**config.mk**
```make
export PLATFORM = sky130hd
export DESIGN_NAME = tctt_front
export DESIGN_NICKNAME = d
export VERILOG_FILES = /design/src/hdl/tctt_pkg.sv /design/src/hdl/tctt_front.sv
export SDC_FILE = /design/constraint.sdc
export NUM_CORES = 1
export LEC_CHECK = 0
export BUFFER_PORTS_ARGS = -buffer_cell sky130_fd_sc_hd__buf_4
export CORE_ASPECT_RATIO = 0.75
export CORE_MARGIN = 4
export CORE_UTILIZATION = 53
export CTS_CLUSTER_DIAMETER = 100
export CTS_CLUSTER_SIZE = 25
export DETAILED_ROUTE_END_ITERATION = 7
export PLACE_DENSITY = 0.92
export SYNTH_ARGS = -nofsm -noshare
export SYNTH_HDL_FRONTEND = slang
export SYNTH_SLANG_ARGS = --single-unit
```
**constraint.sdc**
```tcl
create_clock -name clk -period 3.19 [get_ports clk]
set_input_delay 0.1595 -clock clk [delete_from_list [all_inputs] [get_ports clk]]
set_output_delay 0.1595 -clock clk [all_outputs]
set_load 0.005 [all_outputs]
```
**src/hdl/tctt_pkg.sv**
```systemverilog
// Package for the tick count to time converter.
// Holds the transaction type passed from front to back, register indexes and constants.
// No dependencies.
`timescale 1ns / 1ps
`default_nettype none
package tctt_pkg;
	localparam int unsigned DATA_W = 64;
	localparam int unsigned RATE_W = 34;

	// configuration register indexes
	localparam logic REG_START_COUNT = 1'b0;
	localparam logic REG_TICK_RATE   = 1'b1;

	localparam logic [RATE_W-1:0] RATE_RESET = RATE_W'(1000000000);
	localparam logic [29:0] NS_PER_SEC = 30'd1000000000;
	localparam logic [9:0]  NS_PER_US  = 10'd1000;

	// ceil(2^36 / 1000): exact quotient by 1000 for any value below 2^26 after >> 36
	localparam logic [26:0] US_RECIP = 27'd68719477;

	// one queued transaction: elapsed ticks and the rate it is to be divided by
	typedef struct packed {
		logic [DATA_W-1:0] ticks;
		logic [RATE_W-1:0] rate;
	} item_t;
endpackage
`default_nettype wire

```
**src/hdl/tctt_front.sv**
```systemverilog
// Front end: configuration registers, start count subtraction, rate clamping.
// Depends on tctt_pkg.
`timescale 1ns / 1ps
`default_nettype none
module tctt_front
	import tctt_pkg::*;
#(
	parameter int unsigned COUNT_WIDTH = 64
) (
	input  wire logic              clk,
	input  wire logic              arst_n,
	input  wire logic              cfg_we,
	input  wire logic              cfg_index,
	input  wire logic [DATA_W-1:0] cfg_wdata,
	input  wire logic [DATA_W-1:0] counter_value,
	output item_t                  item
);
	logic [DATA_W-1:0] start_count_q;
	logic [RATE_W-1:0] tick_rate_q;
	logic [COUNT_WIDTH-1:0] diff;

	// register writes
	always_ff @(posedge clk or negedge arst_n) begin
		if (!arst_n) begin
			start_count_q <= '0;
			tick_rate_q   <= RATE_RESET;
		end else if (cfg_we) begin
			unique case (cfg_index)
				REG_START_COUNT: start_count_q <= cfg_wdata;
				REG_TICK_RATE:   tick_rate_q   <= cfg_wdata[RATE_W-1:0];
				default: ;
			endcase
		end
	end

	// elapsed ticks wrap at the counter width; a zero rate counts as one
	assign diff = counter_value[COUNT_WIDTH-1:0] - start_count_q[COUNT_WIDTH-1:0];
	assign item.ticks = DATA_W'(diff);
	assign item.rate  = (tick_rate_q == '0) ? RATE_W'(1) : tick_rate_q;
endmodule
`default_nettype wire

```
==> impl_metrics.tcl <==
set metrics [dict create \
    status "complete, but fails checks" \
    failed_checks "setup timing" \
    p_comb_frac 0.563 \
    p_int_mw 3.696 \
    ios 230 \
    slew_headroom 0.3231 \
    final_hold_viol_count 0 \
    wl_per_cell_um 21.84 \
    synth_edf_count 0 \
    synth_cell_types 56 \
    ys_warn_count 0 \
    synth_seq_cells 98 \
    grt_pass1_vias 7642 \
    drive_above_1_share 0.4328 \
    antenna_found_initial 0 \
    cts_buffers 9 \
    cts_tree "done" \
    cts_max_level 3 \
    critPathMostFrequentCell "a21oi_1" \
    first_pass_iters 8 \
    fin_skew_ps 0 \
    ys_seq_area_frac 0.3226 \
    drtIter0Drc 1123 \
    clock-sinks 98 \
    start_kind "register" \
    nNetsFinal 1367 \
    port_buffers 229 \
    hold_path_class "input pin to register" \
    critical_path.slowest_cell "dfrtp_1" \
    mostFrequentLayoutCell "buf_4" \
    grt_start_max_net_pins 59 \
    clk_latency_ps 340 \
    dp_slack_ps 18.78 \
    ir_drop_uv 324.4 \
    initial_utilization 0.5492 \
    switching_share 0.3944 \
    setup_tns_ps -2276 \
    synthesis.area_um2 7652 \
    cp_top_family "compound AO/OA/AOI/OAI gates" \
    final_util 0.8020 \
    synth_nets 1145 \
    max_freq_ghz 0.2893 \
    root_buffer "clkbuf_16" \
    worstPathCellList "inv_1, ha_4, buf_4, a21oi_1, o21ai_1, a21oi_1, o21ai_1, a21oi_1, o21ai_4, buf_6, a21o_1, a21oi_1, xnor2_1, buf_4" \
    clk_pin_slew_ps 80 \
    path_max_fanout 4 \
    grt_pass1_wl_um 40480 \
    maxSlewViolCount 0 \
    die_w_um 146.8 \
    place_congestion 0.9903 \
    layout_min_cycle_time_ps 3457 \
    arrival_ps 3300 \
    die_area_um2 16440 \
    power.density_nw_per_um2 546.0 \
    fin_ws_ps -267.1 \
    drc 0 \
    netlist_instances 949 \
    routed_via_density 6.321 \
    async_flop_share 1.000 \
    cp-end-kind "output port" \
    grt_util_all_layers 0.3011 \
    syn_avg_cell_area_um2 8.064 \
    clkPwrFrac 0.188 \
    synth_top_area_frac 0.2780 \
    dr_total_vias 8666 \
    grt_overflow 0 \
    power_leakage_nw 4.974 \
    ant_nets 0 \
    routed_wl_um 29940 \
    fin_crit_sh 1.084 \
    setup_viol 18 \
    cp_slowest_stage_delay_ps 360 \
    area_delta_synth_final_pct 46.04 \
    synth_area_leaders "dfrtp_1, ha_1, o21ai_0, nand2_1, a21oi_1" \
    p_sw_mw 2.407 \
    dominantRegCellSynth "dfrtp_1" \
    mostFrequentLayoutCells "buf_4, nand2_1, dfrtp_1" \
    path_buf_inv 4 \
    placementRows 37 \
    drv_cap 0 \
    hpwl_um 19600 \
    required_ps 3030 \
    worstMarginPinSlew_ps 1013 \
    path_class "register to output port" \
    fp.dieH_um 112.1 \
    core_area_um2 13930 \
    synth_top_area_cell "dfrtp_1" \
    rsz0062_at_grt "yes" \
    p_seq_frac 0.249 \
    clock_path_buffers 2 \
    antenna_cells 0 \
]
==> worst min-delay path, delay by kind of cell <==
family	cells	cell delay (ps)
AO/OA/AOI/OAI	1	60
AND/OR/NAND/NOR	1	30
buffers and inverters	1	70
==> sequential cells by signal, summed over array words and instances, names as in the netlist <==
name,count
tick_rate_q,34
start_count_q,64
==> cells in the mapped netlist (3+ instances only) <==
cell,instances
nand2_1,121
o21ai_0,103
dfrtp_1,85
a21oi_1,84
inv_1,79
clkbuf_1,64
ha_1,63
nor2_1,47
mux2_2,36
xnor2_1,34
xor2_1,27
nand4_1,24
a21o_1,16
nor4_1,14
dfstp_2,13
nand3_1,13
o21ai_1,12
buf_2,11
nor3_1,11
nand2b_1,9
o21bai_1,9
nor2b_1,8
a31oi_1,7
o21a_1,5
a41oi_1,4
a211oi_1,3
and2_1,3
and3_1,3
o211ai_1,3
o31a_1,3
o31ai_1,3
or3_1,3
==> repair_timing <==
item	4_1_cts	5_1_grt
endpoints found under the setup margin	25	28
hold buffers	1	0
buffers inserted	7	22
hold endpoints to repair	39	0
pin swaps	25	50
resized for setup	82	135
==> final cells by class <==
cell class | instances | area (um2)
Multi-Input combinational cell | 695 | 5649
Fill cell | 804 | 2759
Sequential cell | 98 | 2469
Timing Repair Buffer | 288 | 2215
Inverter | 79 | 296.5
Tap cell | 195 | 244.0
Clock buffer | 10 | 229.0
Clock inverter | 6 | 73.82
==> cell families (layout without fill, tap and decap cells) <==
logic type                 after synthesis  in the layout  share of synthesized area
AOI/OAI and AO/OA                      272            272                     0.2129
and+or+nand+nor                        261            261                     0.1550
buffers and inverters                  156            383                    0.07979
DFF                                     98             98                     0.3226
adders and majority gates               64             64                     0.1056
xor gates and xnor gates                61             61                    0.06982
muxes                                   37             37                    0.05428
==> path summary, 6_finish.rpt <==
path	startpoint	to	slack, ps	depth (start not counted)
setup / recovery	start_count_q[33]$_DFFE_PN0P_	item[88]	-270	14
hold / removal	cfg_wdata[59]	start_count_q[59]$_DFFE_PN0P_	10	3
hold reg to reg	start_count_q[0]$_DFFE_PN0P_	start_count_q[0]$_DFFE_PN0P_	530	1
setup reg to reg	start_count_q[16]$_DFFE_PN0P_	start_count_q[16]$_DFFE_PN0P_	2340	2
max in group asynchronous	arst_n	tick_rate_q[23]$_DFFE_PN1P_	1940	3
min in group asynchronous	arst_n	start_count_q[42]$_DFFE_PN0P_	390	2
==> power by group through the flow <==
stage          Combinational (mW)  Sequential [mW]  Clock, mW
3_3_place_gp                 2.60             1.52          0
5_1_grt                      3.62             1.54       1.20
6_report                     3.43             1.52       1.15
3_5_place_dp                 2.65             1.53          0
2_1_floorplan                1.48             1.50          0
4_1_cts                      2.85             1.51       1.15
==> metrics by stage <==
stage | hold WS, ps | power [mW] | cells | area, um2
6_report | 11.16 | 6.102 | 1371 | 11180
5_1_grt | 16.48 | 6.366 | 1371 | 11180
4_1_cts | 11.16 | 5.508 | 1350 | 10330
3_5_place_dp | 191.6 | 4.181 | 1326 | 9547
3_3_place_gp | 183.0 | 4.122 | 1326 | 9547
2_1_floorplan | -136.1 | 2.987 | 949 | 7652
==> metal layers <==
metal  GRT usage  share of wire  vias up
met5           0              0        -
met4     0.07769          0.052        0
met3     0.05690           0.11      185
met2      0.4618           0.44      687
met1      0.4398           0.39     4072
li1            -              -     3722
Power figures use the tool's default switching activity.
