`src/hdl/tctt_pkg.sv`:
```
// Package for the tick count to time converter.
// Holds the transaction type passed from front to back, register indexes and constants.
// No dependencies.
`timescale 1ns / 1ps
`default_nettype none
package tctt_pkg;
	localparam int unsigned DATA_W = 64;
	localparam int unsigned RATE_W = 34;

	// configuration register indexes
	localparam logic REG_START_COUNT = 1'b0;
	localparam logic REG_TICK_RATE   = 1'b1;

	localparam logic [RATE_W-1:0] RATE_RESET = RATE_W'(1000000000);
	localparam logic [29:0] NS_PER_SEC = 30'd1000000000;
	localparam logic [9:0]  NS_PER_US  = 10'd1000;

	// ceil(2^36 / 1000): exact quotient by 1000 for any value below 2^26 after >> 36
	localparam logic [26:0] US_RECIP = 27'd68719477;

	// one queued transaction: elapsed ticks and the rate it is to be divided by
	typedef struct packed {
		logic [DATA_W-1:0] ticks;
		logic [RATE_W-1:0] rate;
	} item_t;
endpackage
`default_nettype wire

```
`src/hdl/tctt_queue.sv`:
```
// Two-entry queue between front and back ends.
// Depends on tctt_pkg.
`timescale 1ns / 1ps
`default_nettype none
module tctt_queue
	import tctt_pkg::*;
(
	input  wire logic clk,
	input  wire logic arst_n,
	input  wire logic push,
	input  item_t     push_item,
	output logic      full,
	output logic      pop_valid,
	output item_t     pop_item
);
	item_t mem_q [2];
	logic wr_ptr_q, rd_ptr_q;
	logic [1:0] count_q;
	logic pop;

	// the back end takes an entry whenever one is there
	assign pop       = (count_q != 2'd0);
	assign pop_valid = pop;
	assign pop_item  = mem_q[rd_ptr_q];
	assign full      = (count_q == 2'd2);

	always_ff @(posedge clk) begin
		if (push) mem_q[wr_ptr_q] <= push_item;
	end

	always_ff @(posedge clk or negedge arst_n) begin
		if (!arst_n) begin
			wr_ptr_q <= 1'b0;
			rd_ptr_q <= 1'b0;
			count_q  <= 2'd0;
		end else begin
			if (push) wr_ptr_q <= ~wr_ptr_q;
			if (pop)  rd_ptr_q <= ~rd_ptr_q;
			count_q <= count_q + 2'(push) - 2'(pop);
		end
	end
endmodule
`default_nettype wire

```
`config.mk`:
```
export PLATFORM = sky130hd
export DESIGN_NAME = tctt_queue
export DESIGN_NICKNAME = d
export VERILOG_FILES = /design/src/hdl/tctt_pkg.sv /design/src/hdl/tctt_queue.sv
export SDC_FILE = /design/constraint.sdc
export NUM_CORES = 1
export LEC_CHECK = 0
export BUFFER_PORTS_ARGS = -buffer_cell sky130_fd_sc_hd__buf_2
export CORE_UTILIZATION = 55
export CTS_BUF_LIST = sky130_fd_sc_hd__clkbuf_4
export DETAILED_ROUTE_END_ITERATION = 8
export GPL_TIMING_DRIVEN = 0
export MAX_ROUTING_LAYER = met4
export PLACE_DENSITY_LB_ADDON = 0.2
export SYNTH_ARGS = -nofsm -noshare
export SYNTH_HDL_FRONTEND = slang
export SYNTH_SLANG_ARGS = --single-unit
```
`constraint.sdc`:
```
create_clock -name clk -period 10.6 [get_ports clk]
set_input_delay 1.06 -clock clk [delete_from_list [all_inputs] [get_ports clk]]
set_output_delay 1.06 -clock clk [all_outputs]
set_load 0.01 [all_outputs]
```
==> flow_metrics.tcl, run 1 <==
set metrics [dict create \
    status "completed" \
    cp_data_required_time_ns 9.54 \
    post_cts_buffers 0 \
    num_vias 3658 \
    p_per_area_mw_per_mm2 239 \
    final_common_cell "buf_2" \
    setup.worst_path.end "pop_item[82]" \
    hold_viol_final 0 \
    setup_viol 0 \
    layout_common_cells "buf_2, edfxtp_1, mux2_2, clkbuf_4, mux2_4" \
    met2_usage_pct 30.5 \
    final_nets 644 \
    die_area_mm2 0.0137 \
    skew_ns 0.0117 \
    cp_slowest_cell "dfrtp_1" \
    tightestPinTransition_ns 0.700 \
    avgViaCountPerCell 5.04 \
    vdd_drop_max_uv 147 \
    totalPowerFinal_w 0.00211 \
    timing.rr.end "mem_q[0][48]$_DFFE_PP_" \
    yosysSeqAreaShare_pct 82.3 \
    startpoint "rd_ptr_q$_DFFE_PN0P_" \
    rsz0062_at_grt "false" \
    setup_tns_ns 0 \
    antenna_found_initial 0 \
    syn_avg_cell_area_um2 22.8 \
    netlist_top_cells_area "edfxtp_1, mux2_2, mux2_4" \
    crit_fanout 10 \
    synth.distinct_cells 13 \
    grt_overflow 0 \
    postRouteAntennaNets 0 \
    diodes 0 \
    syn-cell-area_mm2 0.00727 \
    start_util_pct 56.9 \
    holdCritPathClass "primary input to asynchronous set/reset pin" \
    ctsHoldBuffers 0 \
    grt_usage_pct 18.1 \
    r2r_start "wr_ptr_q$_DFFE_PN0P_" \
    critPathMostFrequentCell "buf_6" \
    clk_latency_ns 0.55 \
    syn_to_final_growth_pct 21.4 \
    grt_util_met3_pct 5.56 \
    rows 41 \
    clkTransAtPathRegs_ns 0.14 \
    cts-htree-levels 4 \
    wire_per_inst_um 16.3 \
    fillers 871 \
    cts_buffers 17 \
    slowest_delay_ns 0.37 \
    timing.max_cap.violations 0 \
    path_buf_inv 4 \
    r2r_slack_ns 8.81 \
    synth_warnings 0 \
    leakage_nw 3.36 \
    grt_pass1_wl_mm 17.0 \
    fp.dieW_um 117 \
    clock_path_buffers 2 \
    use_met1_pct 19.3 \
    layout-drive-gt1-share_pct 61.9 \
    io_buffers 200 \
    synth_area_leader_cell "edfxtp_1" \
    finalMaxSlewViolations 0 \
    r2r_cells 3 \
    path_cells "buf_6 > buf_6 > buf_6 > mux2_4 > buf_2" \
    cp.arrival_ns 1.88 \
    synthCells 319 \
    wirelength_mm 11.8 \
    busiest_layer "met2" \
    core_mm2 0.0128 \
    cts_tree "done" \
    die_y_um 117 \
    drc 0 \
    worst-path-stages 5 \
    firstDrtPassIters 4 \
    synth_seq_cells 200 \
    fin_crit_ns 2.94 \
    synth_nets 421 \
    fin_crit_sh_pct 27.8 \
    end_kind "output port" \
    crit_family "buffers and inverters" \
    cts_root_buf "clkbuf_4" \
    clock.fmax_ghz 0.340 \
    dpl.hpwl_mm 8.29 \
    crit_type "register to output port" \
    clock_sinks 200 \
    drtIter0Drc 206 \
    startpoint_type "register" \
    gp_congestion 0.670 \
    ctsResizeCount 0 \
    slew_headroom_pct 53.3 \
    grt_max_degree 51 \
    synth_top_area_share_pct 80.9 \
    grt_pass1_vias 3575 \
    io_pins 201 \
]
kinds of logic after synthesis:
kind of cell	count (synthesis)	synth area share [%]
adder cells (fa/ha/maj)	1	0.172
XOR/XNOR	3	0.361
flip-flops	200	82.3
AND/OR/NAND/NOR	6	0.482
buffers and inverters	11	1.01
multiplexers	98	15.7
worst register-to-register path: stages (launching register included):
cell and delay, ns:
dfrtp_1 0.45, nor2b_4 0.56, buf_16 0.26, buf_12 0.21
worst min-delay path by stage:
stage                               from              endpoint  slack [ns]  depth (start not counted)
floorplan           wr_ptr_q$_DFFE_PN0P_  wr_ptr_q$_DFFE_PN0P_        0.46                          1
detailed placement  wr_ptr_q$_DFFE_PN0P_  wr_ptr_q$_DFFE_PN0P_        0.54                          1
global route                      arst_n  wr_ptr_q$_DFFE_PN0P_        0.23                          1
global placement    wr_ptr_q$_DFFE_PN0P_  wr_ptr_q$_DFFE_PN0P_        0.47                          1
CTS                               arst_n  wr_ptr_q$_DFFE_PN0P_        0.22                          1
finish                            arst_n  wr_ptr_q$_DFFE_PN0P_        0.28                          1
metal layers:
layer,part of all wire (%),vias up
met1,37,1787
met2,53,130
met4,2.6,0
li1,-,1717
met3,7.4,24
met5,0,-
state kept, by name, indices dropped and copies added, names as in the netlist:
signal    flops
rd_ptr_q      1
mem_q       196
wr_ptr_q      1
count_q       2
layout make-up:
cell class / count / area [µm²] / area share [%]
Sequential cell: 200 / 5990 / 67.8
Multi-Input combinational cell: 108 / 1220 / 13.9
Timing Repair Buffer: 204 / 1100 / 12.4
Tap cell: 172 / 215 / 2.44
Clock buffer: 17 / 128 / 1.45
Clock inverter: 14 / 106 / 1.20
Buffer: 11 / 73.8 / 0.836
cell usage after synthesis (all sizes together):
cell type / count
edfxtp: 196
mux2: 98
buf: 11
dfrtp: 4
nor2b: 3
xor2: 2
and2: 1
ha: 1
nand2: 1
or2: 1
xnor2: 1
metrics by stage:
stage | hold WS [ns] | worst slack (ns) | util (%) | std cells | cell area, µm²
final | 0.284 | 7.66 | 69.1 | 726 | 8830
after global routing | 0.229 | 7.53 | 69.1 | 726 | 8830
after CTS | 0.224 | 7.57 | 69.1 | 726 | 8830
after detailed placement | 0.537 | 8.01 | 67.3 | 695 | 8600
after global placement | 0.469 | 2.28 | 66.5 | 691 | 8490
after floorplan | 0.455 | 4.71 | - | 319 | 7270
power by group:
part	internal [W]	total, W	switching, W
Clock	0.000112	0.000339	0.000227
Sequential	0.00104	0.00107	0.0000305
Combinational	0.000337	0.000697	0.000360
No activity file was read; power rests on OpenSTA's default activity.
==> run 2, diff against run 1 <==
--- a/config.mk
+++ b/config.mk
@@ -6,7 +6,7 @@
 export NUM_CORES = 1
 export LEC_CHECK = 0
 export BUFFER_PORTS_ARGS = -buffer_cell sky130_fd_sc_hd__buf_2
-export CORE_UTILIZATION = 55
+export CORE_UTILIZATION = 49
 export CTS_BUF_LIST = sky130_fd_sc_hd__clkbuf_4
 export DETAILED_ROUTE_END_ITERATION = 8
 export GPL_TIMING_DRIVEN = 0
==> constraint.sdc (replaced) <==
create_clock -name clk -period 2.6 [get_ports clk]
set_input_delay 0.26 -clock clk [delete_from_list [all_inputs] [get_ports clk]]
set_output_delay 0.26 -clock clk [all_outputs]
set_load 0.01 [all_outputs]
==> run 2 against run 1 <==
  * Critical path depth is 1 lower
  * Sequential share of layout area is 7.5 points lower
  * Largest cell class unchanged
  * Largest power group unchanged
  * Core utilization down 0.86 points
  * Flip-flop and latch count stayed put
  * Register-to-register slack worse by 8.1 ns
  * Clock skew up 0.012 ns
==> flow_metrics.tcl, run 2 (synthesis results as in run 1) <==
set metrics [dict create \
    status "completed" \
    cp.arrival_ns 1.88 \
    cp_data_required_time_ns 2.34 \
    rsz0062_at_grt "false" \
    final_common_cell "buf_2" \
    firstDrtPassIters 4 \
    grt_overflow 0 \
    avgViaCountPerCell 4.85 \
    startpoint_type "register" \
    placedCellCount 707 \
    layout-drive-gt1-share_pct 52.6 \
    fin_crit_sh_pct 82.3 \
    layout_common_cells "buf_2, edfxtp_1, dlygate4sd3_1, mux2_2, clkbuf_4" \
    skew_ns 0.0233 \
    wire_per_inst_um 16.7 \
    cts_tree "done" \
    busiest_layer "met2" \
    drc 0 \
    num_vias 4070 \
    clk_latency_ns 0.56 \
    grt_pass1_vias 4181 \
    fin_crit_ns 2.14 \
    io_buffers 200 \
    ctsResizeCount 0 \
    core_mm2 0.0145 \
    vdd_drop_max_uv 567 \
    holdWs_ns 0.411 \
    drtIter0Drc 240 \
    clock_path_buffers 2 \
    reg.largest.list "mem_q (196), count_q (2)" \
    start_util_pct 50.1 \
    cts_buffers 17 \
    crit_type "register to output port" \
    hold_viol_final 0 \
    clock_sinks 200 \
    dp_slack_ns 0.645 \
    finalMaxSlewViolations 0 \
    design_area_mm2 0.00992 \
    diodes 0 \
    final_nets 745 \
    postRouteAntennaNets 0 \
    cts_root_buf "clkbuf_4" \
    fp.dieW_um 124 \
    setup_viol 0 \
    fin_cells 840 \
    clock.fmax_ghz 0.467 \
    slew_headroom_pct 40.8 \
    antenna_found_initial 0 \
    use_met1_pct 21.6 \
    tightestPinTransition_ns 0.885 \
    crit_fanout 10 \
    p_per_area_mw_per_mm2 910 \
    end_kind "output port" \
    timing.max_cap.violations 0 \
    io_pins 201 \
    dpl.hpwl_mm 8.54 \
    wirelength_mm 14.0 \
    grt_pass1_wl_mm 20.2 \
    dpl_cell_area_mm2 0.00862 \
    die_area_mm2 0.0153 \
    cts-htree-levels 4 \
    setup_ws_ns 0.461 \
    die_y_um 124 \
    rows 44 \
    grt_usage_pct 18.9 \
    grt_max_degree 66 \
    grt_util_met3_pct 5.68 \
    max_flop_register "mem_q" \
    clkTransAtPathRegs_ns 0.16 \
    largest_reg_flops 196 \
    fillers 1009 \
    leakage_nw 3.82 \
    gp_congestion 0.708 \
    holdCritPathClass "primary input to register" \
    met2_usage_pct 30.6 \
    syn_to_final_growth_pct 36.4 \
]
run 2: metal layers:
metal / up-vias / wire, µm
met5: - / 0
met4: 0 / 298
met3: 25 / 950
met2: 156 / 7070
met1: 1972 / 5690
li1: 1917 / -
run 2: area by class of cell:
| type | count | area, µm² | share of cell area, % |
|---|---|---|---|
| Tap cell | 184 | 230 | 2.32 |
| Clock buffer | 18 | 135 | 1.36 |
| Sequential cell | 200 | 5990 | 60.3 |
| Buffer | 11 | 73.8 | 0.744 |
| Timing Repair Buffer | 305 | 2110 | 21.3 |
| Multi-Input combinational cell | 108 | 1220 | 12.3 |
| Clock inverter | 14 | 158 | 1.59 |
run 2: repair_timing:
| item | CTS | global route |
|---|---|---|
| buffers inserted | 0 | 0 |
| endpoints found under the hold margin | 202 | 0 |
| hold buffers | 101 | 0 |
run 2: stage by stage:
stage	setup TNS (ns)	utilization (%)	power, W
3_3_place_gp	-58.81	58.6	0.00725
2_1_floorplan	0	-	0.00624
6_report	0	68.3	0.00903
5_1_grt	0	68.3	0.00949
3_5_place_dp	0	59.3	0.00738
4_1_cts	0	68.3	0.00912
run 2: power by group:
group / total, W / internal [W] / switching (W)
Sequential: 0.00438 / 0.00425 / 0.000132
Clock: 0.00164 / 0.000667 / 0.000975
Combinational: 0.00301 / 0.00148 / 0.00153
Total: 0.00903 / 0.00640 / 0.00264
run 2: path summary, 6_finish.rpt:
| path | from | end | slack, ns | cells past startpoint |
|---|---|---|---|---|
| max | rd_ptr_q$_DFFE_PN0P_ | pop_item[48] | 0.46 | 4 |
| min | push_item[8] | mem_q[1][8]$_DFFE_PP_ | 0.41 | 2 |
| max reg2reg | wr_ptr_q$_DFFE_PN0P_ | mem_q[0][20]$_DFFE_PP_ | 0.69 | 3 |
| min reg2reg | wr_ptr_q$_DFFE_PN0P_ | wr_ptr_q$_DFFE_PN0P_ | 0.56 | 1 |
| max in group asynchronous | arst_n | wr_ptr_q$_DFFE_PN0P_ | 1.86 | 3 |
| min in group asynchronous | arst_n | count_q[0]$_DFF_PN0_ | 0.57 | 3 |
run 2: worst max-delay path, cell delays in order, from the launching register on:
cell	delay (ns)
dfrtp_1	0.36
buf_6	0.15
buf_2	0.29
mux2_2	0.38
buf_2	0.15
==> run 3, diff against run 2 <==
==> constraint.sdc (replaced) <==
create_clock -name clk -period 1.9 [get_ports clk]
set_input_delay 0.19 -clock clk [delete_from_list [all_inputs] [get_ports clk]]
set_output_delay 0.19 -clock clk [all_outputs]
set_load 0.01 [all_outputs]
==> run 3 against run 2 <==
  * The run now ends with negative setup slack left
  * Flip-flop and latch count is the same
  * Cell count up 0.48%
  * Via count grew 0.57%
  * Combinational power up 57%
  * Clock skew shrank 0.0017 ns
  * Cell area up 3.0%
  * Register-to-register slack worse by 0.54 ns
  * Non-clock buffer count increased by 3
  * Sequential share of layout area shrank 1.7 points
  * Critical path type unchanged
  * Critical path depth increased by 1
  * Global-route usage is 0.34 points higher
  * Clock-buffer cell count stayed put
==> flow_metrics.tcl, run 3 (synthesis results as in run 1) <==
set metrics [dict create \
    largest_reg_flops 196 \
    netSwitchingPower_w 0.00373 \
    dpl.hpwl_mm 8.54 \
    grt_pass1_wl_mm 20.5 \
    die_y_um 124 \
    clock_path_buffers 2 \
    vdd_drop_max_uv 768 \
    cp_data_required_time_ns 1.71 \
    intPower_w 0.00926 \
    wirelength_mm 14.3 \
    diodes 0 \
    grt_pass1_vias 4167 \
    r2r_cells 2 \
    p_sw_share_pct 28.7 \
    hold_viol_final 0 \
    p_per_area_mw_per_mm2 1270 \
    grt_usage_pct 19.2 \
    fp.dieW_um 124 \
    skew_ns 0.0216 \
    layout_common_cells "edfxtp_1, buf_2, dlygate4sd3_1, mux2_2, buf_6" \
    path_buf_inv 4 \
    holdCritPathClass "primary input to register" \
    cp.arrival_ns 1.84 \
    fillers 961 \
    design_area_mm2 0.0102 \
    syn_to_final_growth_pct 40.4 \
    crit_family "buffers and inverters" \
    firstDrtPassIters 4 \
    core_mm2 0.0145 \
    fin_crit_sh_pct 107 \
    dpl_cell_area_mm2 0.00862 \
    clkPwrFrac_pct 17.3 \
    crit_fanout 10 \
    postRouteAntennaNets 0 \
    layout-drive-gt1-share_pct 52.9 \
    tightestPinTransition_ns 0.772 \
    timing.rr.end "mem_q[1][77]$_DFFE_PP_" \
    cts_buffers 17 \
    setup_ws_ns -0.132 \
    timing.max_cap.violations 0 \
    min_from "push_item[8]" \
    gp_congestion 0.708 \
    fin_crit_ns 2.03 \
    antenna_found_initial 0 \
    p_comb_share_pct 36.5 \
    start_util_pct 50.1 \
    slew_headroom_pct 48.3 \
    clock_sinks 200 \
    avgViaCountPerCell 4.85 \
    num_vias 4093 \
    final_common_cell "edfxtp_1" \
    startpoint_type "register" \
    clk_latency_ns 0.57 \
    status "finished with violations" \
    end_kind "output port" \
    rsz0062_at_grt "true" \
    min_path_cells 2 \
    holdWs_ns 0.340 \
    crit_type "register to output port" \
    cts_tree "done" \
    r2r_start "wr_ptr_q$_DFFE_PN0P_" \
    cp_slowest_cell "dfrtp_1" \
    clock.fmax_ghz 0.492 \
    grt_max_degree 66 \
    cts_root_buf "clkbuf_4" \
    setup_viol 98 \
    path_cells "buf_8 > buf_8 > buf_12 > mux2_4 > buf_6" \
    holdPathEnd "mem_q[1][8]$_DFFE_PP_" \
    final_nets 749 \
    cts-htree-levels 4 \
    r2r_slack_ns 0.15 \
    wire_per_inst_um 17.0 \
    violations "negative setup slack" \
    leakage_nw 3.93 \
    reg.largest.list "mem_q (196), count_q (2)" \
    power_frac_seq_pct 46.2 \
    finalMaxSlewViolations 0 \
    max_flop_register "mem_q" \
    clkTransAtPathRegs_ns 0.16 \
    grt_overflow 0 \
    die_area_mm2 0.0153 \
    rows 44 \
    io_pins 201 \
    io_buffers 200 \
    critPathMostFrequentCell "buf_8" \
    drc 0 \
    drtIter0Drc 277 \
    dp_slack_ns -0.0450 \
    slowest_delay_ns 0.41 \
    fin_util_pct 70.3 \
]
[run 3: what timing repair did]
item,CTS,global route
setup endpoints to repair,121,98
gates cloned,1,0
resized for setup,29,20
hold buffers,101,0
endpoints found under the hold margin,202,0
setup buffers,1,2
[run 3: area by class of cell]
cell class / instances / area (µm²) / area share (%)
sequential: 200 / 5990 / 58.6
timing repair buffer: 308 / 2330 / 22.8
multi-input combinational: 109 / 1240 / 12.1
tap: 184 / 230 / 2.25
clock inverter: 14 / 158 / 1.54
buffer: 11 / 138 / 1.35
clock buffer: 18 / 135 / 1.32
[run 3: power groups by stage]
stage                     Sequential, W  Combinational, W  Clock [W]
final                           0.00601           0.00474    0.00225
after CTS                       0.00600           0.00450    0.00232
after global routing            0.00608           0.00510    0.00246
after floorplan                 0.00607           0.00247          0
after detailed placement        0.00610           0.00399          0
after global placement          0.00612           0.00380          0
[run 3: worst max path at each step]
stage                                     from                     end  slack (ns)  depth (start not counted)
after CTS                 rd_ptr_q$_DFFE_PN0P_            pop_item[85]       -0.20                          5
after global routing      rd_ptr_q$_DFFE_PN0P_            pop_item[58]       -0.26                          5
final                     rd_ptr_q$_DFFE_PN0P_            pop_item[85]       -0.13                          5
after floorplan           wr_ptr_q$_DFFE_PN0P_   mem_q[0][0]$_DFFE_PP_       -0.40                          1
after detailed placement  wr_ptr_q$_DFFE_PN0P_  mem_q[0][27]$_DFFE_PP_       -0.04                          3
after global placement    wr_ptr_q$_DFFE_PN0P_   mem_q[0][5]$_DFFE_PP_       -1.17                          1
[run 3: per-layer routing]
layer	GRT usage, %	up-vias	part of all wire [%]
met2	30.9	155	50
met5	-	-	0
met1	22.3	1991	41
met4	9.04	0	2.1
met3	5.63	24	6.4
li1	-	1923	-
[run 3: per-stage QoR]
stage | std cells | total power (W) | TNS (ns)
6_report | 844 | 0.0130 | -7.43
5_1_grt | 844 | 0.0136 | -20.23
4_1_cts | 842 | 0.0128 | -14.29
3_5_place_dp | 707 | 0.0101 | -1.02
3_3_place_gp | 703 | 0.00992 | -194.33
2_1_floorplan | 319 | 0.00854 | -57.81
